`src/rtl/tmcw_pkg.sv`:
```
// Shared constants, codes and types of the text-mode console writer.
package tmcw_pkg;

  localparam int COLUMNS    = 80;
  localparam int ROWS       = 25;
  localparam int CELL_COUNT = ROWS * COLUMNS;

  localparam int ADDR_W = $clog2(CELL_COUNT);
  localparam int SWP_W  = $clog2(CELL_COUNT + 1);
  localparam int ROW_W  = $clog2(ROWS);
  localparam int COL_W  = $clog2(COLUMNS);

  localparam int OP_W      = 2;
  localparam int CHAR_W    = 8;
  localparam int COLOR_W   = 8;
  localparam int INDEX_W   = 11;
  localparam int CELL_W    = 16;
  localparam int ROW_OUT_W = 5;
  localparam int COL_OUT_W = 7;

  localparam int QUEUE_DEPTH = 2;
  localparam int QPTR_W      = $clog2(QUEUE_DEPTH);
  localparam int QCNT_W      = $clog2(QUEUE_DEPTH + 1);

  localparam logic [OP_W-1:0] OP_PUT   = 2'd0;
  localparam logic [OP_W-1:0] OP_CLEAR = 2'd1;
  localparam logic [OP_W-1:0] OP_READ  = 2'd2;

  localparam logic [CHAR_W-1:0] CHAR_NEWLINE = 8'd10;
  localparam logic [CHAR_W-1:0] CHAR_RETURN  = 8'd13;

  typedef enum logic [2:0] {
    CMD_PUT,
    CMD_NEWLINE,
    CMD_RETURN,
    CMD_CLEAR,
    CMD_READ,
    CMD_NOP
  } cmd_kind_t;

  typedef struct packed {
    cmd_kind_t           kind;
    logic [CELL_W-1:0]   glyph;
    logic [ADDR_W-1:0]   index;
    logic                index_ok;
  } cmd_t;

  typedef struct packed {
    logic init_done;
  } back_status_t;

  typedef enum logic [1:0] {
    BK_IDLE,
    BK_SWEEP,
    BK_READ
  } back_state_t;

endpackage

```
`src/rtl/tmcw_if.sv`:
```
// Valid/ready channel interfaces for the console writer's input and result transactions.
interface tmcw_in_if;
  logic        valid;
  logic        ready;
  logic [1:0]  operation;
  logic [7:0]  char_code;
  logic [7:0]  color;
  logic [10:0] cell_index;

  modport source (output valid, operation, char_code, color, cell_index, input ready);
  modport sink   (input valid, operation, char_code, color, cell_index, output ready);
endinterface


```
`src/rtl/tmcw_front.sv`:
```
// Front end: accept input transactions and classify them into commands.
module tmcw_front (
  tmcw_in_if.sink               in_txn,
  input  tmcw_pkg::back_status_t status,
  input  logic                  q_full,
  output logic                  push,
  output tmcw_pkg::cmd_t        push_cmd
);
  import tmcw_pkg::*;

  assign in_txn.ready = ~q_full & status.init_done;
  assign push         = in_txn.valid & in_txn.ready;

  always_comb begin
    push_cmd.glyph    = {in_txn.color, in_txn.char_code};
    push_cmd.index    = ADDR_W'(in_txn.cell_index);
    push_cmd.index_ok = (32'(in_txn.cell_index) < CELL_COUNT);
    unique case (in_txn.operation)
      OP_PUT: begin
        if (in_txn.char_code == CHAR_NEWLINE) begin
          push_cmd.kind = CMD_NEWLINE;
        end else if (in_txn.char_code == CHAR_RETURN) begin
          push_cmd.kind = CMD_RETURN;
        end else begin
          push_cmd.kind = CMD_PUT;
        end
      end
      OP_CLEAR: push_cmd.kind = CMD_CLEAR;
      OP_READ:  push_cmd.kind = CMD_READ;
      default:  push_cmd.kind = CMD_NOP;
    endcase
  end

endmodule

```
`src/flat_wrapper.sv`:
```
// flat-port wrapper written by rule: the top's interface ports become plain ports
module tmcw_front_flat import tmcw_pkg::*;
  (status, q_full, push, push_cmd, in_txn_valid, in_txn_operation, in_txn_char_code, in_txn_color, in_txn_cell_index, in_txn_ready);
  tmcw_in_if in_txn_i ();
  input  tmcw_pkg::back_status_t status;
  input  logic q_full;
  output logic push;
  output tmcw_pkg::cmd_t push_cmd;
  input wire logic [$bits(in_txn_i.valid)-1:0] in_txn_valid;
  input wire logic [$bits(in_txn_i.operation)-1:0] in_txn_operation;
  input wire logic [$bits(in_txn_i.char_code)-1:0] in_txn_char_code;
  input wire logic [$bits(in_txn_i.color)-1:0] in_txn_color;
  input wire logic [$bits(in_txn_i.cell_index)-1:0] in_txn_cell_index;
  output wire logic [$bits(in_txn_i.ready)-1:0] in_txn_ready;
  assign in_txn_i.valid = in_txn_valid;
  assign in_txn_i.operation = in_txn_operation;
  assign in_txn_i.char_code = in_txn_char_code;
  assign in_txn_i.color = in_txn_color;
  assign in_txn_i.cell_index = in_txn_cell_index;
  assign in_txn_ready = in_txn_i.ready;
  tmcw_front u_core (.in_txn(in_txn_i), .status(status), .q_full(q_full), .push(push), .push_cmd(push_cmd));
endmodule
```
`config.mk`:
```
export PLATFORM = sky130hd
export DESIGN_NAME = tmcw_front_flat
export DESIGN_NICKNAME = d
export VERILOG_FILES = /design/src/rtl/tmcw_pkg.sv /design/src/rtl/tmcw_if.sv /design/src/rtl/tmcw_front.sv /design/src/flat_wrapper.sv
export SDC_FILE = /design/constraint.sdc
export NUM_CORES = 1
export LEC_CHECK = 0
export ABC_CLOCK_PERIOD_IN_PS = 1500
export BUFFER_PORTS_ARGS = -buffer_cell sky130_fd_sc_hd__buf_2
export CAP_MARGIN = 25
export CORE_AREA = 2 2 39 41
export DETAILED_ROUTE_END_ITERATION = 16
export DIE_AREA = 0 0 41 43
export GPL_ROUTABILITY_DRIVEN = 0
export PLACE_DENSITY_LB_ADDON = 0.25
export SYNTH_ARGS = -nofsm -noshare
export SYNTH_HDL_FRONTEND = slang
export SYNTH_SLANG_ARGS = --single-unit
```
`constraint.sdc`:
```
create_clock -name vclk -period 1.5
set_clock_uncertainty 0.15 [all_clocks]
set_input_delay 0.375 -clock vclk [all_inputs]
set_output_delay 0.375 -clock vclk [all_outputs]
set_load 0.05 [all_outputs]
```
# Word-level counts from Yosys, hierarchy flattened
# Cells that the tools add are included.
[word_totals]
output_inout_bits = 33
in_bits = 32
ff_bits = 0
elab_cells = 12
[op_classes]
n_lt_le_gt_ge = 1
bitwise = 3
muxes = 3
n_eq_ne = 4
reduce_logical = 1
[op_table]
columns = ["operator", "n"]
rows = [
  ["8-bit by 4-bit == test with 1-bit output, second input constant", 2],
  ["11-bit < comparator, second input constant", 1],
  ["3-bit one-hot mux with 3 select lines", 1],
  ["3-bit two-way mux", 1],
  ["1-bit bitwise AND", 2],
  ["2-bit by 1-bit == test with 1-bit output, second input constant", 1],
  ["2-bit == test, second input constant", 1],
  ["2-bit zero test", 1],
  ["2-bit two-way mux", 1],
  ["1-bit inverter", 1],
]

# Depth between registers and ports, before layout
[depth]
depth_word = 4
mapped_depth = 2
ltp_nobuf = 2

# Least setup slack after synthesis
# Ideal clock, no wire load.
[synth_timing]
path_kind = "input-to-output"
from = "input port status"
to = "output port push"
t_required_ps = 975
arrival_time_ps = 1647
stages = 2
slack_ps = -672
path_buffers = 0
cell_sequence = "nor2b_1 -> and2_1"
[synth_via]
elab_chain_cells = 2
[synth_lines]
columns = ["item", "line_no", "source"]
rows = [
  ["start, declared", "flat_wrapper.sv:5", "input tmcw_pkg::back_status_t status;"],
  ["1-bit bitwise AND", "tmcw_front.sv:11", "assign in_txn.ready = ~q_full & status.init_done;"],
  ["1-bit bitwise AND", "tmcw_front.sv:12", "assign push = in_txn.valid & in_txn.ready;"],
  ["end, declared", "flat_wrapper.sv:7", "output logic push;"],
]
# Every way passes these cells.

==> results_dict.tcl <==
set metrics [dict create \
    fin_area_um2 400 \
    half_perimeter_wire_length_after_detailed_placement_um 582 \
    diodes 0 \
    grt_max_degree 4 \
    synth.top_cell.area_share_pct 69.8 \
    fp.dieH_um 43 \
    core_region_area_um2 1380 \
    drt-pass1-iter-count 1 \
    power-per-cell-area_nw_per_um2 485 \
    final_core_utilization_pct 28.9 \
    final-instance-count-excl-fill 70 \
    worst_ir_drop_vdd_v 0.000140 \
    number_of_antenna_violations_at_the_first_check_in_global_routing 0 \
    worst_pin_slew_ps 252 \
    cp.arrival_ps 1150 \
    timing.critical_path.from_type "primary input" \
    syn_area_per_cell_um2 7.44 \
    design.die.area_um2 1760 \
    final-hold-violation-count 0 \
    globalRouteOverflowTotal 0 \
    ff_latch_area_um2 0 \
    groute.usage.overall_pct 5.79 \
    maxUsedRoutingLayer "met3" \
    synth_fp_nets 71 \
    io-pin-count 65 \
    max_freq_mhz 598 \
    via_count_of_the_first_global_routing_pass 207 \
    area_grow_syn2layout_pct 37.9 \
    timing.max_slew.rel_slack_pct 83.3 \
    worst_ep_required_time_ps 970 \
    final_period_util_pct 111 \
    num_vias 277 \
    grt_setup_unrepaired "yes" \
    layout.clock_buffers 0 \
    postRouteWirelength_um 646 \
    yosysSeqAreaShare_pct 0 \
    hold_class "in2out" \
    syn-instance-count 39 \
    dpl_worst_slack_ps -292 \
    final_nets 88 \
    route.detailed.vias_per_inst 3.96 \
    critical_path_peak_fanout 2 \
    postRouteAntennaNets 0 \
    post_dp_cell_area_um2 359 \
    rows 14 \
    synthMostInstantiatedCell "buf_4" \
    routed-wl-met2_um 357 \
    run_status "complete, but fails checks" \
    yosysUniqueCellTypes 12 \
    netlist_area_um2 290 \
    violations "setup timing" \
    drc_errors 0 \
    cts_setup_buffers 0 \
    dieWidth_um 41 \
    starting_drc_count_in_detailed_routing 0 \
    post-route-min-period_ps 1670 \
    number_of_setup_violations_in_the_final_report 2 \
    synth.top_cells.by_count "buf_4 (27), nor2_1 (2)" \
    top_cells_by_area_synth "buf_4 (70%), nor4b_2 (5.2%), a32o_2 (3.9%), a41o_1 (3.4%), and3b_1 (3.0%)" \
    p_total_mw 0.194 \
    static_leakage_nw 0.241 \
    hold_ws_ps 600 \
    critical_path_sink_type "primary output" \
    drv_slew 0 \
    met3_wirelength_um 124 \
    start_util_pct 21.0 \
    place_inst 70 \
    route.detailed.wl_per_inst_um 9.23 \
    worst-setup-path-type "in2out" \
    postLayoutSetupSlackWorst_ps -172 \
    fillers 159 \
    drive_gt1_share_pct 90.7 \
    synth.yosys.warnings 0 \
    max_cap_violations 0 \
    wl_met1_um 164 \
    grt_first_pass_wirelength_um 752 \
    layout.sequential_cells 0 \
    port_buffers 41 \
    netlist.top_cell.by_area "buf_4" \
    setup_total_negative_slack_ps -341 \
    multi_input_comb_area_um2 115 \
]
-- critical path, cell delays in order --
cell and delay (ps):
buf_8 100, nor4b_4 290, a41o_4 240, buf_8 140
-- cell families after synthesis --
group | synth area share, %
buf+inv | 72.4
simple gates | 17.2
compound gates | 10.3
-- path summary, 6_finish.rpt --
path,startpoint,endpoint,slack (ps),depth (start not counted)
max,in_txn_char_code[4],push_cmd[28],-170,4
min,in_txn_color[7],push_cmd[27],600,0
-- metal layers --
layer	track usage [%]	vias up
li1	-	132
met1	4.11	121
met2	12.8	24
met3	1.57	0
met4	0.667	0
met5	0	-
-- where the power goes --
group,internal [mW],switching [mW]
clock,0,0
combinational,0.0618,0.133
sequential,0,0
-- final cells by class --
type | count | share of cell area, %
Timing Repair Buffer | 43 | 65.3
Multi-Input combinational cell | 10 | 28.7
Tap cell | 16 | 5.00
Inverter | 1 | 0.938
-- what timing repair did --
action                                  4_1_cts  5_1_grt
pin swaps                                     2        1
endpoints found under the setup margin        3        4
resized for setup                             9        4
hold buffers                                  0        0
endpoints found under the hold margin         0        0
cloned                                        0        0
-- layout by cell type, fill, tap and decap left out --
| master | synthesis | routed |
|---|---|---|
| a32o_2 | 1 | 1 |
| a41o_4 | 0 | 1 |
| and2_2 | 0 | 1 |
| and3_1 | 1 | 1 |
| and3b_1 | 1 | 1 |
| buf_2 | 0 | 35 |
| buf_4 | 27 | 3 |
| buf_6 | 0 | 3 |
| buf_8 | 0 | 2 |
| inv_1 | 1 | 1 |
| nor2_1 | 2 | 2 |
| nor2b_4 | 0 | 1 |
| nor4b_4 | 0 | 1 |
| o2111ai_2 | 0 | 1 |
Power figures use the tool's default switching activity.
