File: config.mk
export PLATFORM = sky130hd
export DESIGN_NAME = tmcw_back_flat
export DESIGN_NICKNAME = d
export VERILOG_FILES = /design/src/rtl/tmcw_pkg.sv /design/src/rtl/tmcw_if.sv /design/src/rtl/tmcw_back.sv /design/src/flat_wrapper.sv
export SDC_FILE = /design/constraint.sdc
export NUM_CORES = 1
export LEC_CHECK = 0
export ABC_AREA = 1
export BUFFER_PORTS_ARGS = -buffer_cell sky130_fd_sc_hd__clkbuf_2
export CELL_PAD_IN_SITES_DETAIL_PLACEMENT = 0
export CELL_PAD_IN_SITES_GLOBAL_PLACEMENT = 2
export CORE_UTILIZATION = 28
export DETAILED_ROUTE_END_ITERATION = 12
export PLACE_DENSITY = 0.89
export RECOVER_POWER = 25
export SLEW_MARGIN = 25
export SYNTH_ARGS = -nofsm -noshare
export SYNTH_HDL_FRONTEND = slang
export SYNTH_SLANG_ARGS = --single-unit
File: constraint.sdc
create_clock -name clk -period 2.7 [get_ports clk]
set_input_delay 0.27 -clock clk [delete_from_list [all_inputs] [get_ports clk]]
set_output_delay 0.27 -clock clk [all_outputs]
set_load 0.02 [all_outputs]
File: src/rtl/tmcw_pkg.sv
// Shared constants, codes and types of the text-mode console writer.
package tmcw_pkg;

  localparam int COLUMNS    = 80;
  localparam int ROWS       = 25;
  localparam int CELL_COUNT = ROWS * COLUMNS;

  localparam int ADDR_W = $clog2(CELL_COUNT);
  localparam int SWP_W  = $clog2(CELL_COUNT + 1);
  localparam int ROW_W  = $clog2(ROWS);
  localparam int COL_W  = $clog2(COLUMNS);

  localparam int OP_W      = 2;
  localparam int CHAR_W    = 8;
  localparam int COLOR_W   = 8;
  localparam int INDEX_W   = 11;
  localparam int CELL_W    = 16;
  localparam int ROW_OUT_W = 5;
  localparam int COL_OUT_W = 7;

  localparam int QUEUE_DEPTH = 2;
  localparam int QPTR_W      = $clog2(QUEUE_DEPTH);
  localparam int QCNT_W      = $clog2(QUEUE_DEPTH + 1);

  localparam logic [OP_W-1:0] OP_PUT   = 2'd0;
  localparam logic [OP_W-1:0] OP_CLEAR = 2'd1;
  localparam logic [OP_W-1:0] OP_READ  = 2'd2;

  localparam logic [CHAR_W-1:0] CHAR_NEWLINE = 8'd10;
  localparam logic [CHAR_W-1:0] CHAR_RETURN  = 8'd13;

  typedef enum logic [2:0] {
    CMD_PUT,
    CMD_NEWLINE,
    CMD_RETURN,
    CMD_CLEAR,
    CMD_READ,
    CMD_NOP
  } cmd_kind_t;

  typedef struct packed {
    cmd_kind_t           kind;
    logic [CELL_W-1:0]   glyph;
    logic [ADDR_W-1:0]   index;
    logic                index_ok;
  } cmd_t;

  typedef struct packed {
    logic init_done;
  } back_status_t;

  typedef enum logic [1:0] {
    BK_IDLE,
    BK_SWEEP,
    BK_READ
  } back_state_t;

endpackage

File: src/rtl/tmcw_if.sv


interface tmcw_out_if;
  logic        valid;
  logic        ready;
  logic [15:0] cell_data;
  logic [4:0]  cursor_row;
  logic [6:0]  cursor_column;

  modport source (output valid, cell_data, cursor_row, cursor_column, input ready);
  modport sink   (input valid, cell_data, cursor_row, cursor_column, output ready);
endinterface

File: src/rtl/tmcw_back.sv
// Back end: execute commands on the screen memory and cursor, and hold the result.
module tmcw_back (
  input  logic                       clk,
  input  logic                       rst_n,
  input  tmcw_pkg::cmd_t             cmd,
  input  logic                       q_empty,
  output logic                       pop,
  output tmcw_pkg::back_status_t     status,
  output logic                       ram_we,
  output logic [tmcw_pkg::ADDR_W-1:0] ram_waddr,
  output logic [tmcw_pkg::CELL_W-1:0] ram_wdata,
  output logic [tmcw_pkg::ADDR_W-1:0] ram_raddr,
  input  logic [tmcw_pkg::CELL_W-1:0] ram_rdata,
  tmcw_out_if.source                 out_txn
);
  import tmcw_pkg::*;

  back_state_t       state_r, state_nxt;
  logic [SWP_W-1:0]  sweep_r, sweep_nxt;
  logic              zero_mode_r, zero_mode_nxt;
  logic              report_r, report_nxt;
  logic              init_done_r, init_done_nxt;
  logic              rd_ok_r, rd_ok_nxt;
  logic [ROW_W-1:0]  row_r, row_nxt;
  logic [COL_W-1:0]  col_r, col_nxt;
  logic [ADDR_W-1:0] base_r, base_nxt;
  logic              out_valid_r;
  logic [CELL_W-1:0] out_data_r;
  logic [ROW_OUT_W-1:0] out_row_r;
  logic [COL_OUT_W-1:0] out_col_r;

  logic              take;
  logic              col_last;
  logic              row_last;
  logic              wrap_row;
  logic              scroll_hit;
  logic              sweep_done;
  logic [SWP_W-1:0]  sweep_end;
  logic [SWP_W:0]    scroll_src;
  logic              load_out;
  logic [CELL_W-1:0] load_data;

  assign take       = ~q_empty & ~out_valid_r;
  assign col_last   = (col_r == COL_W'(COLUMNS - 1));
  assign row_last   = (row_r == ROW_W'(ROWS - 1));
  assign wrap_row   = ((cmd.kind == CMD_PUT) && col_last) || (cmd.kind == CMD_NEWLINE);
  assign scroll_hit = wrap_row & row_last;
  assign sweep_end  = zero_mode_r ? SWP_W'(CELL_COUNT - 1) : SWP_W'(CELL_COUNT);
  assign sweep_done = (sweep_r == sweep_end);
  assign scroll_src = {1'b0, sweep_r} + (SWP_W + 1)'(COLUMNS);

  assign status.init_done = init_done_r;

  always_comb begin
    state_nxt = state_r;
    unique case (state_r)
      BK_IDLE: begin
        if (take) begin
          if ((cmd.kind == CMD_CLEAR) || scroll_hit) begin
            state_nxt = BK_SWEEP;
          end else if (cmd.kind == CMD_READ) begin
            state_nxt = BK_READ;
          end
        end
      end
      BK_SWEEP: begin
        if (sweep_done) begin
          state_nxt = BK_IDLE;
        end
      end
      BK_READ: state_nxt = BK_IDLE;
      default: state_nxt = BK_IDLE;
    endcase
  end

  always_comb begin
    pop           = 1'b0;
    ram_we        = 1'b0;
    ram_waddr     = '0;
    ram_wdata     = '0;
    ram_raddr     = '0;
    load_out      = 1'b0;
    load_data     = '0;
    sweep_nxt     = sweep_r;
    zero_mode_nxt = zero_mode_r;
    report_nxt    = report_r;
    init_done_nxt = init_done_r;
    rd_ok_nxt     = rd_ok_r;
    row_nxt       = row_r;
    col_nxt       = col_r;
    base_nxt      = base_r;
    unique case (state_r)
      BK_IDLE: begin
        if (take) begin
          pop = 1'b1;
          unique case (cmd.kind)
            CMD_PUT, CMD_NEWLINE: begin
              if (cmd.kind == CMD_PUT) begin
                ram_we    = 1'b1;
                ram_waddr = base_r + ADDR_W'(col_r);
                ram_wdata = cmd.glyph;
                col_nxt   = col_r + 1'b1;
              end
              if (wrap_row) begin
                col_nxt = '0;
                if (row_last) begin
                  sweep_nxt     = '0;
                  zero_mode_nxt = 1'b0;
                  report_nxt    = 1'b1;
                end else begin
                  row_nxt  = row_r + 1'b1;
                  base_nxt = base_r + ADDR_W'(COLUMNS);
                  load_out = 1'b1;
                end
              end else begin
                load_out = 1'b1;
              end
            end
            CMD_RETURN: begin
              col_nxt  = '0;
              load_out = 1'b1;
            end
            CMD_CLEAR: begin
              row_nxt       = '0;
              col_nxt       = '0;
              base_nxt      = '0;
              sweep_nxt     = '0;
              zero_mode_nxt = 1'b1;
              report_nxt    = 1'b1;
            end
            CMD_READ: begin
              ram_raddr = cmd.index_ok ? cmd.index : '0;
              rd_ok_nxt = cmd.index_ok;
            end
            default: begin
              load_out = 1'b1;
            end
          endcase
        end
      end
      BK_SWEEP: begin
        if (zero_mode_r) begin
          ram_we    = 1'b1;
          ram_waddr = ADDR_W'(sweep_r);
          ram_wdata = '0;
        end else begin
          if (scroll_src < (SWP_W + 1)'(CELL_COUNT)) begin
            ram_raddr = ADDR_W'(scroll_src);
          end
          if (sweep_r != '0) begin
            ram_we    = 1'b1;
            ram_waddr = ADDR_W'(sweep_r - 1'b1);
            ram_wdata = (sweep_r <= SWP_W'(CELL_COUNT - COLUMNS)) ? ram_rdata : '0;
          end
        end
        if (sweep_done) begin
          sweep_nxt     = '0;
          init_done_nxt = 1'b1;
          load_out      = report_r;
          report_nxt    = 1'b0;
        end else begin
          sweep_nxt = sweep_r + 1'b1;
        end
        if (!zero_mode_r) begin
          row_nxt  = ROW_W'(ROWS - 1);
          base_nxt = ADDR_W'(CELL_COUNT - COLUMNS);
        end
      end
      BK_READ: begin
        load_out  = 1'b1;
        load_data = rd_ok_r ? ram_rdata : '0;
      end
      default: begin
        load_out = 1'b0;
      end
    endcase
  end

  always_ff @(posedge clk) begin
    if (!rst_n) begin
      state_r     <= BK_SWEEP;
      sweep_r     <= '0;
      zero_mode_r <= 1'b1;
      report_r    <= 1'b0;
      init_done_r <= 1'b0;
      rd_ok_r     <= 1'b0;
      row_r       <= '0;
      col_r       <= '0;
      base_r      <= '0;
      out_valid_r <= 1'b0;
    end else begin
      state_r     <= state_nxt;
      sweep_r     <= sweep_nxt;
      zero_mode_r <= zero_mode_nxt;
      report_r    <= report_nxt;
      init_done_r <= init_done_nxt;
      rd_ok_r     <= rd_ok_nxt;
      row_r       <= row_nxt;
      col_r       <= col_nxt;
      base_r      <= base_nxt;
      out_valid_r <= (out_valid_r & ~out_txn.ready) | load_out;
    end
    if (load_out) begin
      out_data_r <= load_data;
      out_row_r  <= ROW_OUT_W'(32'(row_nxt));
      out_col_r  <= COL_OUT_W'(32'(col_nxt));
    end
  end

  assign out_txn.valid         = out_valid_r;
  assign out_txn.cell_data     = out_data_r;
  assign out_txn.cursor_row    = out_row_r;
  assign out_txn.cursor_column = out_col_r;

endmodule

File: src/flat_wrapper.sv
// flat-port wrapper written by rule: the top's interface ports become plain ports
module tmcw_back_flat import tmcw_pkg::*;
  (clk, rst_n, cmd, q_empty, pop, status, ram_we, ram_waddr, ram_wdata, ram_raddr, ram_rdata, out_txn_valid, out_txn_cell_data, out_txn_cursor_row, out_txn_cursor_column, out_txn_ready);
  tmcw_out_if out_txn_i ();
  input  logic clk;
  input  logic rst_n;
  input  tmcw_pkg::cmd_t cmd;
  input  logic q_empty;
  output logic pop;
  output tmcw_pkg::back_status_t status;
  output logic ram_we;
  output logic [tmcw_pkg::ADDR_W-1:0] ram_waddr;
  output logic [tmcw_pkg::CELL_W-1:0] ram_wdata;
  output logic [tmcw_pkg::ADDR_W-1:0] ram_raddr;
  input  logic [tmcw_pkg::CELL_W-1:0] ram_rdata;
  output wire logic [$bits(out_txn_i.valid)-1:0] out_txn_valid;
  output wire logic [$bits(out_txn_i.cell_data)-1:0] out_txn_cell_data;
  output wire logic [$bits(out_txn_i.cursor_row)-1:0] out_txn_cursor_row;
  output wire logic [$bits(out_txn_i.cursor_column)-1:0] out_txn_cursor_column;
  input wire logic [$bits(out_txn_i.ready)-1:0] out_txn_ready;
  assign out_txn_valid = out_txn_i.valid;
  assign out_txn_cell_data = out_txn_i.cell_data;
  assign out_txn_cursor_row = out_txn_i.cursor_row;
  assign out_txn_cursor_column = out_txn_i.cursor_column;
  assign out_txn_i.ready = out_txn_ready;
  tmcw_back u_core (.clk(clk), .rst_n(rst_n), .cmd(cmd), .q_empty(q_empty), .pop(pop), .status(status), .ram_we(ram_we), .ram_waddr(ram_waddr), .ram_wdata(ram_wdata), .ram_raddr(ram_raddr), .ram_rdata(ram_rdata), .out_txn(out_txn_i));
endmodule
Yosys cells after proc, flatten, opt, wreduce, memory -nomap -nowiden
Index checks and enable logic that the tools add are counted.
{"block": "word_totals", "regBits": 69, "inputBits": 51, "out_inout_bits": 70, "wordCells": 138}
{"block": "classes", "add_sub_neg": 7, "order_cmp": 2, "n_eq_ne": 19, "mux": 71, "bitwise": 7, "n_reduce_logical": 19}
{"op": "2-to-1 mux 11 bit", "count": 18}
{"op": "one-hot mux 11 bit (2 select lines)", "count": 6}
{"op": "2-to-1 mux 16 bit", "count": 6}
{"op": "one-hot mux 16 bit (2 select lines)", "count": 1}
{"op": "2-to-1 mux 7 bit", "count": 4}
{"op": "2-to-1 mux 5 bit", "count": 5}
{"op": "one-hot mux 5 bit (2 select lines)", "count": 2}
{"op": "2-to-1 mux 1 bit", "count": 17}
{"op": "one-hot mux 7 bit (2 select lines)", "count": 1}
{"op": "adder 11 x 7 -> 12 bit, second input constant", "count": 1}
{"op": "less-than comparator 12 x 11 -> 1 bit, second input constant", "count": 1}
{"op": "AND reduction 6 bit", "count": 2}
{"op": "adder 11 x 1 -> 11 bit, second input constant", "count": 1}
{"op": "adder 11 x 7 -> 11 bit", "count": 1}
{"op": "adder 11 x 7 -> 11 bit, second input constant", "count": 1}
{"op": "== test 11 bit", "count": 1}
{"op": "<= comparator 11 bit, second input constant", "count": 1}
{"op": "nonzero test 11 bit", "count": 1}
{"op": "subtractor 11 x 1 -> 11 bit, second input constant", "count": 1}
{"op": "one-hot mux 1 bit (2 select lines)", "count": 5}
{"op": "AND reduction 5 bit", "count": 2}
{"op": "!= test 3 x 2 -> 1 bit, second input constant", "count": 3}
{"op": "2-to-1 mux 2 bit", "count": 4}
{"op": "!= test 2 x 1 -> 1 bit, second input constant", "count": 4}
{"op": "other kinds (25)", "count": 36}

Logic depth before layout (Yosys ltp)
{"block": "depth", "word_depth": 8, "mapped_depth": 11, "ltp_nobuf": 11}

Worst setup path after synthesis
Ideal clock, no wire load.
{"block": "synth_path", "kind": "flip-flop to flip-flop", "start": "reg u_core.col_r[0]", "end": "reg u_core.out_data_r[0], in the netlist u_core.out_txn.cell_data[0] (enable)", "setup_ns": 0.531, "t_arrival_ns": 1.768, "t_required_ns": 2.169, "path_slack_ns": 0.401, "stages_incl_launch_ff": 9, "n_path_buf": 0, "synth_period_minus_slack_ns": 2.299, "path_cell_list": "dfxtp_1 ha_1 nand3_1 nor2_1 nand2_1 nand2_1 nand2_1 nand3_1 nand3_1"}
{"block": "synth_via", "elab_chain_cells": 7}
{"element": "start, declared", "line": "tmcw_back.sv:25", "text": "logic [COL_W-1:0] col_r, col_nxt;"}
{"element": "start signal, assigned", "line": "tmcw_back.sv:199", "text": "col_r <= col_nxt;"}
{"element": "== test 7 bit", "line": "tmcw_back.sv:44", "text": "assign col_last = (col_r == COL_W'(COLUMNS - 1));"}
{"element": "logical AND 1 bit", "line": "tmcw_back.sv:46", "text": "assign wrap_row = ((cmd.kind == CMD_PUT) && col_last) || (cmd.kind == CMD_NEWLINE);"}
{"element": "logical OR 1 bit", "line": "tmcw_back.sv:46"}
{"element": "2-to-1 mux 1 bit", "line": "tmcw_back.sv:104", "text": "if (wrap_row) begin"}
{"element": "one-hot mux 1 bit (2 select lines)", "line": "tmcw_back.sv:96", "text": "unique case (cmd.kind)"}
{"element": "2-to-1 mux 1 bit", "line": "tmcw_back.sv:94", "text": "if (take) begin"}
{"element": "one-hot mux 1 bit (3 select lines)", "line": "tmcw_back.sv:92", "text": "unique case (state_r)"}
{"element": "net u_core.load_out", "line": "tmcw_back.sv:40", "text": "logic load_out;"}
{"element": "end signal, assigned", "line": "tmcw_back.sv:204", "text": "out_data_r <= load_data;"}
{"element": "end, declared", "line": "tmcw_back.sv:28", "text": "logic [CELL_W-1:0] out_data_r;"}
The timed path passes the listed nets, and every way through them passes these cells.
A chain may end at the register's enable or synchronous reset.

Worst setup path after layout
{"block": "layout_path", "start": "reg u_core.sweep_r[0]", "end": "out ram_wdata[14] in the netlist's numbering"}
{"block": "layout_via", "elab_chain_cells": 5, "elab_cells_between_ends": 6, "classes_between": "order compare (1); mux (4); reduce/logical (1)"}
{"element": "start, declared", "line": "tmcw_back.sv:19", "text": "logic [SWP_W-1:0] sweep_r, sweep_nxt;"}
{"element": "start signal, assigned", "line": "tmcw_back.sv:193", "text": "sweep_r <= sweep_nxt;"}
{"element": "<= comparator 11 bit", "line": "tmcw_back.sv:153", "text": "ram_wdata = (sweep_r <= SWP_W'(CELL_COUNT - COLUMNS)) ? ram_rdata : '0;"}
{"element": "2-to-1 mux 16 bit", "line": "tmcw_back.sv:153"}
{"element": "2-to-1 mux 16 bit (*)", "line": "tmcw_back.sv:150", "text": "if (sweep_r != '0) begin"}
{"element": "2-to-1 mux 16 bit (*)", "line": "tmcw_back.sv:142", "text": "if (zero_mode_r) begin"}
{"element": "one-hot mux 16 bit (2 select lines) (*)", "line": "tmcw_back.sv:92"}
{"element": "end, declared", "line": "flat_wrapper.sv:13", "text": "output logic [tmcw_pkg::CELL_W-1:0] ram_wdata;"}
Every way passes the cells marked *; elsewhere a longest branch is shown, timed or not.

==> qor.yml <==
status: "finished, final reports clean"
cts.sinks: 65
avgRoutedWirePerCell_um: 13.5
diodes: 0
fin_skew_ns: 0.00786
cts_buffers: 9
rows: 46
p_sw_mw: 0.531
io_buffers: 120
synth.yosys.seq_area_share: 0.347
syn_nets: 743
die_area_sq_um: 16800
grt_pass1_wl_um: 21400
dpl.hpwl_um: 10600
r2r-end: "u_core.out_txn.valid"
cp-end-kind: "output port"
synth_edf_count: 28
die_x_um: 130
firstDrtPassIters: 4
grt_pass1_vias: 4168
rsz0062_at_grt: "false"
grt_usage: 0.167
syn_area_per_cell_sq_um: 6.74
fin_nets: 866
worst_r2r_path_depth: 11
cellPowerDensity_nw_per_um2: 393
tightest_slew_ns: 0.899
initial_core_util: 0.287
crit_type: "reg2out"
syn_inst: 677
final_common_cell: "nand2_1"
multi_input_area_sq_um: 2560
r2r_setup_slack_ns: 0.52
slew_headroom: 0.401
h-tree-depth: 3
slew_viol_final: 0
ys_types: 44
yosysWarnings: 0
yosysTopAreaCell: "edfxtp_1"
crit_path_start_kind: "flop"
die_h_um: 130
io_pins: 121
seqPwrFrac: 0.461
cts_tree: "built"
post-route-period-util: 0.934
combinationalPowerShare: 0.073
regToRegStartpoint: "u_core.col_r[1]"
drc: 0
hp-start: "out_txn_ready"
seq_area_sq_um: 1590
required_ns: 2.43
crit_fanout: 16
synth_seq_cells: 65
tns_ns: 0
grt_overflow: 0
max_freq_mhz: 397
cts_buffer_depth: 2
syn_area_sq_um: 4560
syn2layout_area_growth_pct: 24.2
grt_antenna_before_repair: 0
cts-root-buf: "clkbuf_16"
p_sw_frac: 0.238
synthTopCellsByArea: "edfxtp_1 (18%), dfxtp_1 (16%), nand2_1 (15%)"
worstSetupStartpoint: "u_core.sweep_r[0]"
min_period_ns: 2.52
cellLeakagePower_nw: 2.62
clock_latency_ns: 0.34
maxCapViolCount: 0
total_power_mw: 2.23
synth_flop_cell: "dfxtp_1"
routed_via_density: 4.52
drive_above_1_share: 0.184
clkPwrFrac: 0.466
core_sq_um: 15900
final_cell_mix: "nand2_1 (180), clkbuf_2 (90), nor2_1 (85), nand3_1 (74), inv_1 (73)"
clkTransAtPathRegs_ns: 0.05
setup_viol: 0
drt_iter0_markers: 293
yosysTopAreaCellShare: 0.184
hold_viol_final: 0
hold_path.class: "in2reg"
cts_hold_buf: 0
gp_congestion: 0.818
crit_end: "ram_wdata[14]"
vias: 4613
ant_nets: 0
async_reset_ff_frac: 0
irDropWorstVdd_mv: 0.258
p_int_mw: 1.70
critPathArrivalTime_ns: 2.25
drt_wl_total_um: 13700
fillers: 1814
grt_max_degree: 27
## kinds of logic after synthesis
logic type / Yosys count / share of synthesized area
adder cells (fa/ha/maj): 15 / 0.0411
other: 1 / 0.000822
AND/OR/NAND/NOR: 384 / 0.373
AO/OA/AOI/OAI: 78 / 0.0938
flip-flops: 65 / 0.347
buffers and inverters: 108 / 0.0951
XOR/XNOR: 26 / 0.0499
## power groups by stage
stage               Clock [mW]  Sequential, mW  Combinational (mW)
finish                    1.04            1.03               0.162
global route              1.10            1.03               0.180
CTS                       1.06            1.03               0.164
detailed placement           0            1.05               0.163
global placement             0            1.05               0.163
floorplan                    0            1.05              0.0812
## routing by layer
metal  GRT usage  share of wire
met1       0.216           0.47
met5           0              0
met4      0.0663          0.015
met3      0.0244          0.033
met2       0.280           0.49
## layout make-up
class / instances / area share
Clock inverter: 2 / 0.00155
Multi-Input combinational cell: 504 / 0.451
Clock buffer: 13 / 0.0424
Timing Repair Buffer: 134 / 0.119
Sequential cell: 65 / 0.280
Inverter: 86 / 0.0579
Tap cell: 216 / 0.0477
## cells in the mapped netlist (all sizes together), types with 10 or more instances
library cell and count:
dfxtp 37, ha 15, o21ai 41, inv 82, nand3 76, nand4 10, edfxtp 28, buf 15
nand2 187, a21oi 24, xor2 23, nor2 91, nor3 13
## repair_timing
action                     CTS  global route
cloned                       0             0
hold endpoints to repair     0             0
setup endpoints to repair   27            38
resized for setup            1             7
pin swaps                    1             0
setup buffers                1             0
## worst min path at each step
stage,to,depth (start not counted)
6_report,u_core.out_txn.valid,4
5_1_grt,u_core.out_txn.valid,4
4_1_cts,u_core.out_txn.valid,4
3_5_place_dp,u_core.rd_ok_r,2
3_3_place_gp,u_core.status,1
2_1_floorplan,u_core.base_r[5],2
## sequential cells by signal (all words and copies together) (netlist names), 2 cells and up
name,count
u_core.state_r,2
u_core.col_r,7
u_core.base_r,7
u_core.out_txn.cursor_column,7
u_core.sweep_r,11
u_core.out_txn.cell_data,16
u_core.row_r,5
u_core.out_txn.cursor_row,5
## stage by stage
stage	instance area, sq um	instances	hold WS [ns]	worst slack, ns	utilization
3_3_place_gp	5440	1004	0.460	0.176	0.342
5_1_grt	5670	1020	0.251	0.000588	0.357
6_report	5670	1020	0.226	0.179	0.357
3_5_place_dp	5440	1004	0.468	0.259	0.342
2_1_floorplan	4560	677	0.405	0.401	-
4_1_cts	5700	1020	0.218	0.00535	0.359
## worst max-delay path: stages (launching register included)
cell and delay, ns:
dfxtp_1 0.30, inv_1 0.16, ha_1 0.17, nor3b_1 0.48, a31oi_4 0.34, o21ai_0 0.26, clkbuf_2 0.20
Note: power is estimated with default switching activity, not from simulation.
