--- src/rtl/tmcw_pkg.sv ---
// Shared constants, codes and types of the text-mode console writer.
package tmcw_pkg;

  localparam int COLUMNS    = 80;
  localparam int ROWS       = 25;
  localparam int CELL_COUNT = ROWS * COLUMNS;

  localparam int ADDR_W = $clog2(CELL_COUNT);
  localparam int SWP_W  = $clog2(CELL_COUNT + 1);
  localparam int ROW_W  = $clog2(ROWS);
  localparam int COL_W  = $clog2(COLUMNS);

  localparam int OP_W      = 2;
  localparam int CHAR_W    = 8;
  localparam int COLOR_W   = 8;
  localparam int INDEX_W   = 11;
  localparam int CELL_W    = 16;
  localparam int ROW_OUT_W = 5;
  localparam int COL_OUT_W = 7;

  localparam int QUEUE_DEPTH = 2;
  localparam int QPTR_W      = $clog2(QUEUE_DEPTH);
  localparam int QCNT_W      = $clog2(QUEUE_DEPTH + 1);

  localparam logic [OP_W-1:0] OP_PUT   = 2'd0;
  localparam logic [OP_W-1:0] OP_CLEAR = 2'd1;
  localparam logic [OP_W-1:0] OP_READ  = 2'd2;

  localparam logic [CHAR_W-1:0] CHAR_NEWLINE = 8'd10;
  localparam logic [CHAR_W-1:0] CHAR_RETURN  = 8'd13;

  typedef enum logic [2:0] {
    CMD_PUT,
    CMD_NEWLINE,
    CMD_RETURN,
    CMD_CLEAR,
    CMD_READ,
    CMD_NOP
  } cmd_kind_t;

  typedef struct packed {
    cmd_kind_t           kind;
    logic [CELL_W-1:0]   glyph;
    logic [ADDR_W-1:0]   index;
    logic                index_ok;
  } cmd_t;

  typedef struct packed {
    logic init_done;
  } back_status_t;

  typedef enum logic [1:0] {
    BK_IDLE,
    BK_SWEEP,
    BK_READ
  } back_state_t;

endpackage

--- src/rtl/tmcw_queue.sv ---
// Short command queue between the front end and the back end.
module tmcw_queue (
  input  logic           clk,
  input  logic           rst_n,
  input  logic           push,
  input  tmcw_pkg::cmd_t push_cmd,
  output logic           full,
  input  logic           pop,
  output tmcw_pkg::cmd_t pop_cmd,
  output logic           empty
);
  import tmcw_pkg::*;

  cmd_t              entries_r [QUEUE_DEPTH];
  logic [QPTR_W-1:0] wr_ptr_r, wr_ptr_nxt;
  logic [QPTR_W-1:0] rd_ptr_r, rd_ptr_nxt;
  logic [QCNT_W-1:0] count_r, count_nxt;

  assign full    = (count_r == QCNT_W'(QUEUE_DEPTH));
  assign empty   = (count_r == '0);
  assign pop_cmd = entries_r[rd_ptr_r];

  always_comb begin
    wr_ptr_nxt = wr_ptr_r;
    rd_ptr_nxt = rd_ptr_r;
    count_nxt  = count_r;
    if (push) begin
      wr_ptr_nxt = (wr_ptr_r == QPTR_W'(QUEUE_DEPTH - 1)) ? '0 : wr_ptr_r + 1'b1;
    end
    if (pop) begin
      rd_ptr_nxt = (rd_ptr_r == QPTR_W'(QUEUE_DEPTH - 1)) ? '0 : rd_ptr_r + 1'b1;
    end
    if (push && !pop) begin
      count_nxt = count_r + 1'b1;
    end else if (pop && !push) begin
      count_nxt = count_r - 1'b1;
    end
  end

  always_ff @(posedge clk) begin
    if (!rst_n) begin
      wr_ptr_r <= '0;
      rd_ptr_r <= '0;
      count_r  <= '0;
    end else begin
      wr_ptr_r <= wr_ptr_nxt;
      rd_ptr_r <= rd_ptr_nxt;
      count_r  <= count_nxt;
    end
    if (push) begin
      entries_r[wr_ptr_r] <= push_cmd;
    end
  end

endmodule

--- config.mk ---
export PLATFORM = sky130hd
export DESIGN_NAME = tmcw_queue
export DESIGN_NICKNAME = d
export VERILOG_FILES = /design/src/rtl/tmcw_pkg.sv /design/src/rtl/tmcw_queue.sv
export SDC_FILE = /design/constraint.sdc
export NUM_CORES = 1
export LEC_CHECK = 0
export BUFFER_PORTS_ARGS = -buffer_cell sky130_fd_sc_hd__buf_4
export CORE_ASPECT_RATIO = 0.5
export CORE_UTILIZATION = 40
export CTS_BUF_LIST = sky130_fd_sc_hd__clkbuf_8
export CTS_CLUSTER_SIZE = 16
export DETAILED_ROUTE_END_ITERATION = 12
export SLEW_MARGIN = 10
export SYNTH_ARGS = -nofsm -noshare
export SYNTH_HDL_FRONTEND = slang
export SYNTH_SLANG_ARGS = --single-unit
--- constraint.sdc ---
create_clock -name clk -period 2.6 [get_ports clk]
set_input_delay 0.52 -clock clk [delete_from_list [all_inputs] [get_ports clk]]
set_output_delay 0.52 -clock clk [all_outputs]
set_load 0.02 [all_outputs]
=== After elaboration in Yosys (flattened, before gate mapping) ===
Memory sizes are Yosys's and may differ from the RTL's. A register that Yosys moved wholly into a read port is not among the register bits.
Cells that the tools add are included.
Widths: inputs -> output; s select.

* Register bits: 4
* RAM bits: 62
* Input bits: 35
* Output and inout bits: 33
* Word-level logic and storage cells: 23
* Memories: 1

{| class="wikitable"
|+ Memory list
! memory !! depth !! bits a word !! read ports !! clocked after memory_dff !! wr ports !! line !! text
|-
| entries_r || 2 || 31 || 1 || 1 || 1 || tmcw_queue.sv:14 || <nowiki>cmd_t entries_r [QUEUE_DEPTH];</nowiki>
|}

* $add $sub $neg: 4
* Eq/ne operators: 1
* Multiplexer cells: 8
* Reductions and logical operators: 6

{| class="wikitable"
|+ Operators with widths
! operator !! count
|-
| $mux 1 || 6
|-
| $mux 2 || 2
|-
| $add 1x1->1 const B || 2
|-
| $add 2x1->2 const B || 1
|-
| $eq 2x2->1 const B || 1
|-
| $logic_and 1x1->1 || 2
|-
| $logic_not 1->1 || 2
|-
| $logic_not 2->1 || 1
|-
| $reduce_bool 2->1 || 1
|-
| $sub 2x1->2 const B || 1
|}

=== Longest topological paths before layout ===
Gate-level depths: netlist of run 1.

* Depth in word-level cells: 4
* Mapped depth: 5
* Depth with buffers taken out: 5

=== Least setup slack after synthesis of run 1 ===
OpenSTA, ideal clock, no wires.

* Path kind: in2reg
* Start: input push
* End: memory entries_r[0][0] in the netlist's numbering, enable pin
* Library setup time: 424 ps
* Arrival: 1956 ps
* Required time: 2176 ps
* Setup slack: 220 ps
* Stages: 1
* Buffers on the path: 0
* Cells stage by stage: nor2b_1

* Cells in the longest elaborated chain, start to end: 2

{| class="wikitable"
|+ RTL lines
! element !! line !! text
|-
| start, declared || tmcw_queue.sv:5 || <nowiki>input logic push,</nowiki>
|-
| $mux 1 || tmcw_queue.sv:50 || <nowiki>if (push) begin</nowiki>
|-
| $mux 1 (not written as such) || tmcw_queue.sv:51 || <nowiki>entries_r[wr_ptr_r] <= push_cmd;</nowiki>
|-
| end, declared || tmcw_queue.sv:14 ||
|}

No other way between the ends.

==> results of run 1 <==
-- cell type report --
cell class,count,area (um2),share of cell area (%)
Clock buffer,9,124,3.83
Multi-Input combinational cell,47,472,14.6
Timing Repair Buffer,71,533,16.5
Tap cell,73,91.3,2.83
Sequential cell,67,1960,60.7
Clock inverter,7,45.0,1.39
Inverter,1,3.75,0.116
-- cells in the final DEF (no fill, tap or decap), drive strengths merged --
cell,instances
nor2,1
mux2,31
o21ai,1
or3,1
a21boi,1
inv,1
xnor2,1
clkinv,3
xor2,2
buf,71
dfxtp,5
ha,1
clkbuf,9
and2b,1
and2,4
nor2b,2
edfxtp,62
clkinvlp,4
o21a,1
-- per-layer routing --
metal  vias up  track usage, %  routed length (um)
met5         -               0                   0
met1       624            14.4                1580
met2        36            23.1                2110
met4         0            5.71                  35
met3         4            7.65                 209
li1        616               -                   -
-- kinds of logic (layout without fill, tap and decap cells) --
| family | Yosys count | count (layout) | synth area share [%] |
|---|---|---|---|
| AOI/OAI and AO/OA | 3 | 3 | 0.819 |
| and+or+nand+nor | 9 | 9 | 2.30 |
| xor gates and xnor gates | 3 | 3 | 1.07 |
| buffers and inverters | 4 | 88 | 0.767 |
| adders and majority gates | 1 | 1 | 0.512 |
| DFF | 67 | 67 | 80.2 |
| muxes | 31 | 31 | 14.3 |
-- metrics by stage --
step | setup WS, ps | area, um2
final | 614 | 3230
after global routing | 533 | 3230
after CTS | 575 | 3230
after detailed placement | 958 | 3060
after global placement | 967 | 3060
after floorplan | 220 | 2440
-- flip-flops by register name, summed over array words and instances, names as in the netlist, named ones only --
signal / flops
wr_ptr_r: 1
count_r: 2
entries_r: 62
rd_ptr_r: 1
-- power by group through the flow --
stage	Combinational (mW)	Clock, mW	Sequential (mW)
floorplan	0.189	0	1.28
global placement	0.340	0	1.28
detailed placement	0.344	0	1.28
CTS	0.345	0.746	1.26
global route	0.362	0.796	1.27
finish	0.339	0.709	1.26
-- worst min-delay path by stage --
stage,start,to,slack (ps),depth (start not counted)
floorplan,count_r[1]$_SDFFE_PN0P_,count_r[1]$_SDFFE_PN0P_,470,2
global placement,count_r[1]$_SDFFE_PN0P_,count_r[1]$_SDFFE_PN0P_,480,2
detailed placement,count_r[1]$_SDFFE_PN0P_,count_r[1]$_SDFFE_PN0P_,500,2
CTS,push_cmd[25],entries_r[1][25]$_DFFE_PP_,340,1
global route,push_cmd[19],entries_r[0][19]$_DFFE_PP_,330,1
finish,push_cmd[25],entries_r[1][25]$_DFFE_PP_,370,1
==> results.toml, run 1 <==
[setup_path]
crit_path_end_kind = "primary output"
reg2reg_from = "wr_ptr_r$_SDFFE_PN0P_"
worst-setup-path-type = "flop to primary output"
reg2reg_depth = 2
critical_path_cell_count = 3
cp-start-kind = "flop"
critPathBufInv = 2
worstPathCellList = "buf_4 -> mux2_2 -> buf_4"
cpLargestDelayFamily = "buffers and inverters"
crit_end = "pop_cmd[25]"
cp_slowest_cell = "mux2_2"
arrival_ps = 1470
cp.required_ps = 2080
slowest_delay_ps = 380
r2r_end = "entries_r[1][8]$_DFFE_PP_"
ff2ff_setup_slack_ps = 1350
cp_max_fo = 18
crit_top_cell = "buf_4"

[floorplanning]
die_h_um = 57.3
num_rows = 19
io_pins = 68
dieArea_um2 = 6450
start_util_pct = 43.0
core_area_um2 = 5680
die_w_um = 113

[sta]
min_period_ps = 1990
clock.fmax_mhz = 504
rsz0062_at_grt = "false"
fin_setup_tns_ps = 0
slew_viol_final = 0
hold_violations = 0
finalCritPeriodShare_pct = 76.4
worst_pin_slew_ps = 439
final.setup_skew_ps = 8.62
setup_viol = 0
fin_hold_ws_ps = 365
slew_headroom_pct = 70.8

[finish]
antenna_cells = 0
n_fill_cell = 489
layout.cells.non_filler = 275
syn_to_final_growth_pct = 32.1
fin_util_pct = 56.9
layout-drive-gt1-share_pct = 59.4
layout.nets = 233

[route]
drc = 0
wl_per_cell_um = 14.3
vias = 1280
postRouteAntennaNets = 0
vias_per_cell = 4.65
firstDrtPassIters = 4
drt_iter0_drc = 43
drt-total-wl_um = 3930

[power_and_ir_drop]
switchingPower_uw = 556
p_int_mw = 1.75
power.total_mw = 2.31
power_density_nw_per_um2 = 714
combPwrFrac_pct = 14.7
power_frac_seq_pct = 54.6
ir_worst_vdd_v = 0.000360
p_sw_share_pct = 24.1
p_leak_nw = 1.22
clkPwrFrac_pct = 30.7

[synthesis]
ys_seq_elements = 67
synth_area_leaders = "edfxtp_1, mux2_2, dfxtp_1"
avgSynthCellArea_um2 = 20.7
synth.most_common_cell = "edfxtp_1"
async_flop_share_pct = 0
synth_top_area_share_pct = 76.2
yosys_warnings = 0
netlist_instances = 118
synth_enable_flop_cells = 62
yosysTopAreaCell = "edfxtp_1"
ys.flop_type = "edfxtp_1"
syn-num-nets = 154
yosysUniqueCellTypes = 16
synth_commonest_cells = "edfxtp_1, mux2_2, dfxtp_1"
ys_seq_area_share_pct = 80.2
synthesis.area_um2 = 2440

[global_route]
grt_pass1_wl_um = 6250
antenna_found_initial = 0
overflow = 0
grt_pass1_vias = 1338
grt_max_degree = 33
grt.total_usage_pct = 13.7

[clock_tree]
numCtsBuffers = 9
cts-root-buf = "clkbuf_8"
tritoncts = "built"
cts_resized = 0
worstSkewPairLatency_ps = 330
post_cts.repair.setup_buffers = 0
cts_hold_buf = 0
cts_htree_levels = 3
clkTransAtPathRegs_ps = 70
clock_sinks = 67
cts.path.max_buffers = 2

[hold_path]
holdCritPathClass = "input port to flop"

[flow_run]
max_cap_viol_count = 0

[place]
hpwlAfterDp_um = 2600
gp_congestion = 0.641
placed_cells = 259
portBuffers = 67

[status]
status = "finished clean"
Note: power is estimated with default switching activity, not from simulation.
==> inputs of run 2 (changes only) <==
--- a/config.mk
+++ b/config.mk
@@ -5,6 +5,7 @@
 export SDC_FILE = /design/constraint.sdc
 export NUM_CORES = 1
 export LEC_CHECK = 0
+export ABC_AREA = 1
 export BUFFER_PORTS_ARGS = -buffer_cell sky130_fd_sc_hd__buf_4
 export CORE_ASPECT_RATIO = 0.5
 export CORE_UTILIZATION = 40
==> constraint.sdc (replaced) <==
create_clock -name clk -period 2.1 [get_ports clk]
set_input_delay 0.42 -clock clk [delete_from_list [all_inputs] [get_ports clk]]
set_output_delay 0.42 -clock clk [all_outputs]
set_load 0.02 [all_outputs]
==> run 2 against run 1 <==
Against the previous run: hold slack worse by 100 ps; via count rose by 4.1%; non-clock buffer count stayed put; largest cell class unchanged.
==> results.toml, run 2 <==
[status]
status = "finished clean"

[setup_path]
worstPathCellList = "buf_4 -> mux2_2 -> buf_4"
cpLargestDelayFamily = "buffers and inverters"
slowest_delay_ps = 370
cp_slowest_cell = "mux2_2"
arrival_ps = 1440
crit_path_end_kind = "primary output"
cp-start-kind = "flop"
cp.required_ps = 1680
worst-setup-path-type = "flop to primary output"
critPathBufInv = 2
crit_top_cell = "buf_4"
cp_max_fo = 18

[power_and_ir_drop]
p_int_mw = 2.32
power_frac_seq_pct = 52.6
ir_worst_vdd_v = 0.000470
p_leak_nw = 1.29
power_density_nw_per_um2 = 907
switchingPower_uw = 646
combPwrFrac_pct = 12.6
clkPwrFrac_pct = 34.8
p_sw_share_pct = 21.8

[place]
place_ws_ps = 568
postPlaceCellArea_um2 = 3070
hpwlAfterDp_um = 2630
portBuffers = 67
gp_congestion = 0.668

[route]
postRouteAntennaNets = 0
wl_per_cell_um = 13.8
vias_per_cell = 4.63
firstDrtPassIters = 4
drt-total-wl_um = 3980
vias = 1333
drc = 0
drt_iter0_drc = 74

[global_route]
grt_max_degree = 32
grt_pass1_wl_um = 6240
antenna_found_initial = 0
grt_pass1_vias = 1367
overflow = 0
grt.total_usage_pct = 13.7

[synthesis]
yosysTopAreaCell = "edfxtp_1"
avgSynthCellArea_um2 = 18.9
synth_commonest_cells = "edfxtp_1, mux2_2, nor2_1"
ys_seq_area_share_pct = 79.4
ys.flop_type = "edfxtp_1"
synth_enable_flop_cells = 62
ys_seq_elements = 67
synth_top_area_share_pct = 75.3
yosysUniqueCellTypes = 12
netlist_instances = 131
async_flop_share_pct = 0
yosys_warnings = 0
syn-num-nets = 167
synth_area_leaders = "edfxtp_1, mux2_2, dfxtp_1"
synthesis.area_um2 = 2470
synth.most_common_cell = "edfxtp_1"

[finish]
mostFrequentLayoutCells = "buf_4, edfxtp_1, mux2_2"
reg_top3 = "entries_r x62, count_r x2"
syn_to_final_growth_pct = 32.2
layout-drive-gt1-share_pct = 54.0
fin_util_pct = 57.3
n_fill_cell = 453
layout_commonest_cell = "buf_4"
top_register = "entries_r"
largest_reg_flops = 62
layout.nets = 246
antenna_cells = 0
design_area_um2 = 3270

[sta]
rsz0062_at_grt = "false"
min_period_ps = 1860
hold_violations = 0
clock.fmax_mhz = 537
fin_hold_ws_ps = 265
slew_viol_final = 0
setup_viol = 0
finalCritPeriodShare_pct = 88.7
final.setup_skew_ps = 7.69
fin_setup_tns_ps = 0
worst_pin_slew_ps = 438
slew_headroom_pct = 70.8
worst_slack_ps = 237

[clock_tree]
clkTransAtPathRegs_ps = 70
cts.path.max_buffers = 2
post_cts.repair.setup_buffers = 0
cts_hold_buf = 0
cts_resized = 0
cts_htree_levels = 3
cts-root-buf = "clkbuf_8"
numCtsBuffers = 9
worstSkewPairLatency_ps = 330
clock_sinks = 67
tritoncts = "built"

[floorplanning]
die_h_um = 57.6
core_area_um2 = 5710
die_w_um = 113
num_rows = 19
dieArea_um2 = 6520
start_util_pct = 43.3
io_pins = 68

[hold_path]
holdCritPathClass = "input port to flop"

[flow_run]
max_cap_viol_count = 0
-- run 2: cell type report --
type	count	area [um2]	share of cell area, %
Clock buffer	11	151	4.63
Timing Repair Buffer	71	533	16.3
Inverter	8	30.0	0.919
Sequential cell	67	1960	60.0
Clock inverter	5	46.3	1.42
Multi-Input combinational cell	53	454	13.9
Tap cell	73	91.3	2.79
-- run 2: cell families (layout without fill, tap and decap cells) --
group,after synthesis,in the layout,synth area share (%)
compound gates,2,2,0.404
fa+ha+maj,1,1,0.506
buf+inv,11,95,2.58
flops,67,67,79.4
mux,31,31,14.1
simple gates,19,19,3.04
-- run 2: power groups by stage --
stage	clock (mW)	combinational [mW]	sequential, mW
floorplan	0	0.210	1.58
global placement	0	0.375	1.58
detailed placement	0	0.381	1.59
CTS	1.06	0.382	1.56
global route	1.12	0.404	1.57
finish	1.03	0.374	1.56
-- run 2: worst paths after layout --
| kind | start | end | slack, ps | cells after the start |
|---|---|---|---|---|
| max reg2reg | wr_ptr_r$_SDFFE_PN0P_ | entries_r[1][6]$_DFFE_PP_ | 820 | 3 |
| min | push_cmd[5] | entries_r[0][5]$_DFFE_PP_ | 260 | 1 |
| min reg2reg | rd_ptr_r$_SDFFE_PN0P_ | flop | 520 | 2 |
| max | flop | pop_cmd[9] | 240 | 3 |
-- run 2: through the flow --
| step | total power [mW] | cells |
|---|---|---|
| finish | 2.97 | 288 |
| floorplan | 1.79 | 131 |
| global route | 3.09 | 288 |
| global placement | 1.96 | 272 |
| CTS | 3.00 | 288 |
| detailed placement | 1.97 | 272 |
-- run 2: worst register-to-register path: stages, from the launching register on --
cell and delay (ps):
dfxtp_1 390, nand2_1 90, inv_1 60, buf_4 380
-- run 2: layer usage --
layer,track usage (%),share of wire (%),vias to the layer above,wire length [um]
met5,0,0,-,0
met4,6.20,1.6,0,63
met3,6.48,4.9,5,197
met2,24.4,54,32,2140
met1,14.0,40,650,1590
li1,-,-,646,-
==> inputs of run 3 (changes only) <==
==> constraint.sdc (replaced) <==
create_clock -name clk -period 1.72 [get_ports clk]
set_input_delay 0.344 -clock clk [delete_from_list [all_inputs] [get_ports clk]]
set_output_delay 0.344 -clock clk [all_outputs]
set_load 0.02 [all_outputs]
==> run 3 against run 2 <==
Against the previous run: final area rose by 1.2%; final cell count fell by 0.35%; core utilization rose by 0.68 points; clock skew fell by 3.7 ps.
==> results.toml, run 3 (same netlist as run 2, synthesis figures left out) <==
[route]
vias_per_cell = 4.62
wl_per_cell_um = 13.8
drc = 0
drt_iter0_drc = 23
firstDrtPassIters = 2
vias = 1327
postRouteAntennaNets = 0
drt-total-wl_um = 3960

[finish]
reg_top3 = "entries_r x62, count_r x2"
layout_commonest_cell = "buf_4"
layout.nets = 246
n_fill_cell = 463
design_area_um2 = 3310
largest_reg_flops = 62
antenna_cells = 0
regArea_um2 = 1970
mostFrequentLayoutCells = "buf_4, edfxtp_1, mux2_2"
syn_to_final_growth_pct = 33.8
multi_input_area_um2 = 477
layout-drive-gt1-share_pct = 53.7
top_register = "entries_r"

[floorplanning]
dieArea_um2 = 6520
io_pins = 68
core_area_um2 = 5710
die_w_um = 113
start_util_pct = 43.3
num_rows = 19
die_h_um = 57.6

[power_and_ir_drop]
power_density_nw_per_um2 = 1030
p_int_mw = 2.62
clkPwrFrac_pct = 29.4
power.total_mw = 3.39
p_sw_share_pct = 22.8
ir_worst_vdd_v = 0.000500
p_leak_nw = 1.30
switchingPower_uw = 774
combPwrFrac_pct = 14.4
power_frac_seq_pct = 56.2

[setup_path]
reg2reg_depth = 3
cp-start-kind = "flop"
arrival_ps = 1360
cp.required_ps = 1380
ff2ff_setup_slack_ps = 620
cp_slowest_cell = "dfxtp_4"
reg2reg_from = "wr_ptr_r$_SDFFE_PN0P_"
critPathBufInv = 2
crit_path_end_kind = "primary output"
cp_max_fo = 16
slowest_delay_ps = 370
worst-setup-path-type = "flop to primary output"
critical_path_cell_count = 3
worstPathCellList = "buf_12 -> mux2_2 -> buf_4"
r2r_end = "entries_r[1][27]$_DFFE_PP_"
cpLargestDelayFamily = "flip-flops"

[hold_path]
hold_depth = 1
hold_end = "entries_r[1][4]$_DFFE_PP_"
hold_start = "push_cmd[4]"
holdCritPathClass = "input port to flop"

[flow_run]
max_cap_viol_count = 0

[global_route]
grt_pass1_vias = 1376
grt_util_met1_pct = 13.8
use_met2_pct = 24.0
grt_max_degree = 32
grt_pass1_wl_um = 6270
top_usage_layer = "met2"
antenna_found_initial = 0
grt.total_usage_pct = 13.5
gr-usage-met3_pct = 5.53
overflow = 0

[sta]
fin_setup_tns_ps = 0
rsz0062_at_grt = "true"
final.setup_skew_ps = 3.94
clock.fmax_mhz = 588
worst_slack_ps = 20.5
finalCritPeriodShare_pct = 98.8
setup_viol = 0
fin_hold_ws_ps = 201
slew_viol_final = 0
slew_headroom_pct = 87.6
hold_violations = 0
min_period_ps = 1700
worst_pin_slew_ps = 187

[clock_tree]
worstSkewPairLatency_ps = 330
post_cts.repair.setup_buffers = 0
tritoncts = "built"
clock_sinks = 67
clkTransAtPathRegs_ps = 70
cts_htree_levels = 3
numCtsBuffers = 9
cts_hold_buf = 0
cts.path.max_buffers = 2
cts-root-buf = "clkbuf_8"

[place]
gp_congestion = 0.705
postPlaceCellArea_um2 = 3110
hpwlAfterDp_um = 2620
portBuffers = 67
place_ws_ps = 212

[status]
status = "finished clean"
-- run 3: area by class of cell --
cell class,count,share of cell area (%)
multi-input cells,53,14.4
well taps,73,2.76
repair buffers,71,18.0
clock buffers,9,3.75
flip-flops and latches,67,59.4
clock inverters,6,0.757
inverters,8,0.908
-- run 3: power by group through the flow --
| stage | Sequential (mW) | Combinational (mW) | Clock, mW |
|---|---|---|---|
| 6_report | 1.91 | 0.489 | 0.997 |
| 5_1_grt | 1.91 | 0.525 | 1.10 |
| 4_1_cts | 1.91 | 0.490 | 1.04 |
| 3_5_place_dp | 1.94 | 0.478 | 0 |
| 3_3_place_gp | 1.93 | 0.472 | 0 |
| 2_1_floorplan | 1.93 | 0.256 | 0 |
-- run 3: worst reg2reg max path, cell delays in order (launching register included) --
cell and delay [ps]:
dfxtp_1 390, nand2_1 90, inv_1 100, buf_12 210
-- run 3: how the worst max path moves through the flow --
stage	end	slack, ps	from
3_5_place_dp	pop_cmd[15]	210	flop
4_1_cts	pop_cmd[22]	-5	flop
5_1_grt	pop_cmd[28]	-40	flop
3_3_place_gp	pop_cmd[18]	240	flop
6_report	pop_cmd[7]	20	flop
2_1_floorplan	entries_r[0][0]$_DFFE_PP_	140	push
-- run 3: per-stage QoR --
| stage | instances | util [%] |
|---|---|---|
| 2_1_floorplan | 131 | - |
| 3_5_place_dp | 272 | 54.5 |
| 4_1_cts | 287 | 57.6 |
| 6_report | 287 | 58.0 |
| 5_1_grt | 287 | 58.0 |
| 3_3_place_gp | 272 | 54.5 |
-- run 3: per-layer routing --
| metal | vias to the layer above | share of wire [%] | wire, um |
|---|---|---|---|
| li1 | 643 | - | - |
| met1 | 646 | 41 | 1610 |
| met2 | 31 | 53 | 2090 |
| met3 | 7 | 4.4 | 176 |
| met4 | 0 | 1.9 | 74 |
| met5 | - | 0 | 0 |
-- run 3: timing repair --
item,in CTS,in global routing
resized for setup,8,6
gates cloned,0,0
hold endpoints to repair,0,0
setup endpoints to repair,31,30
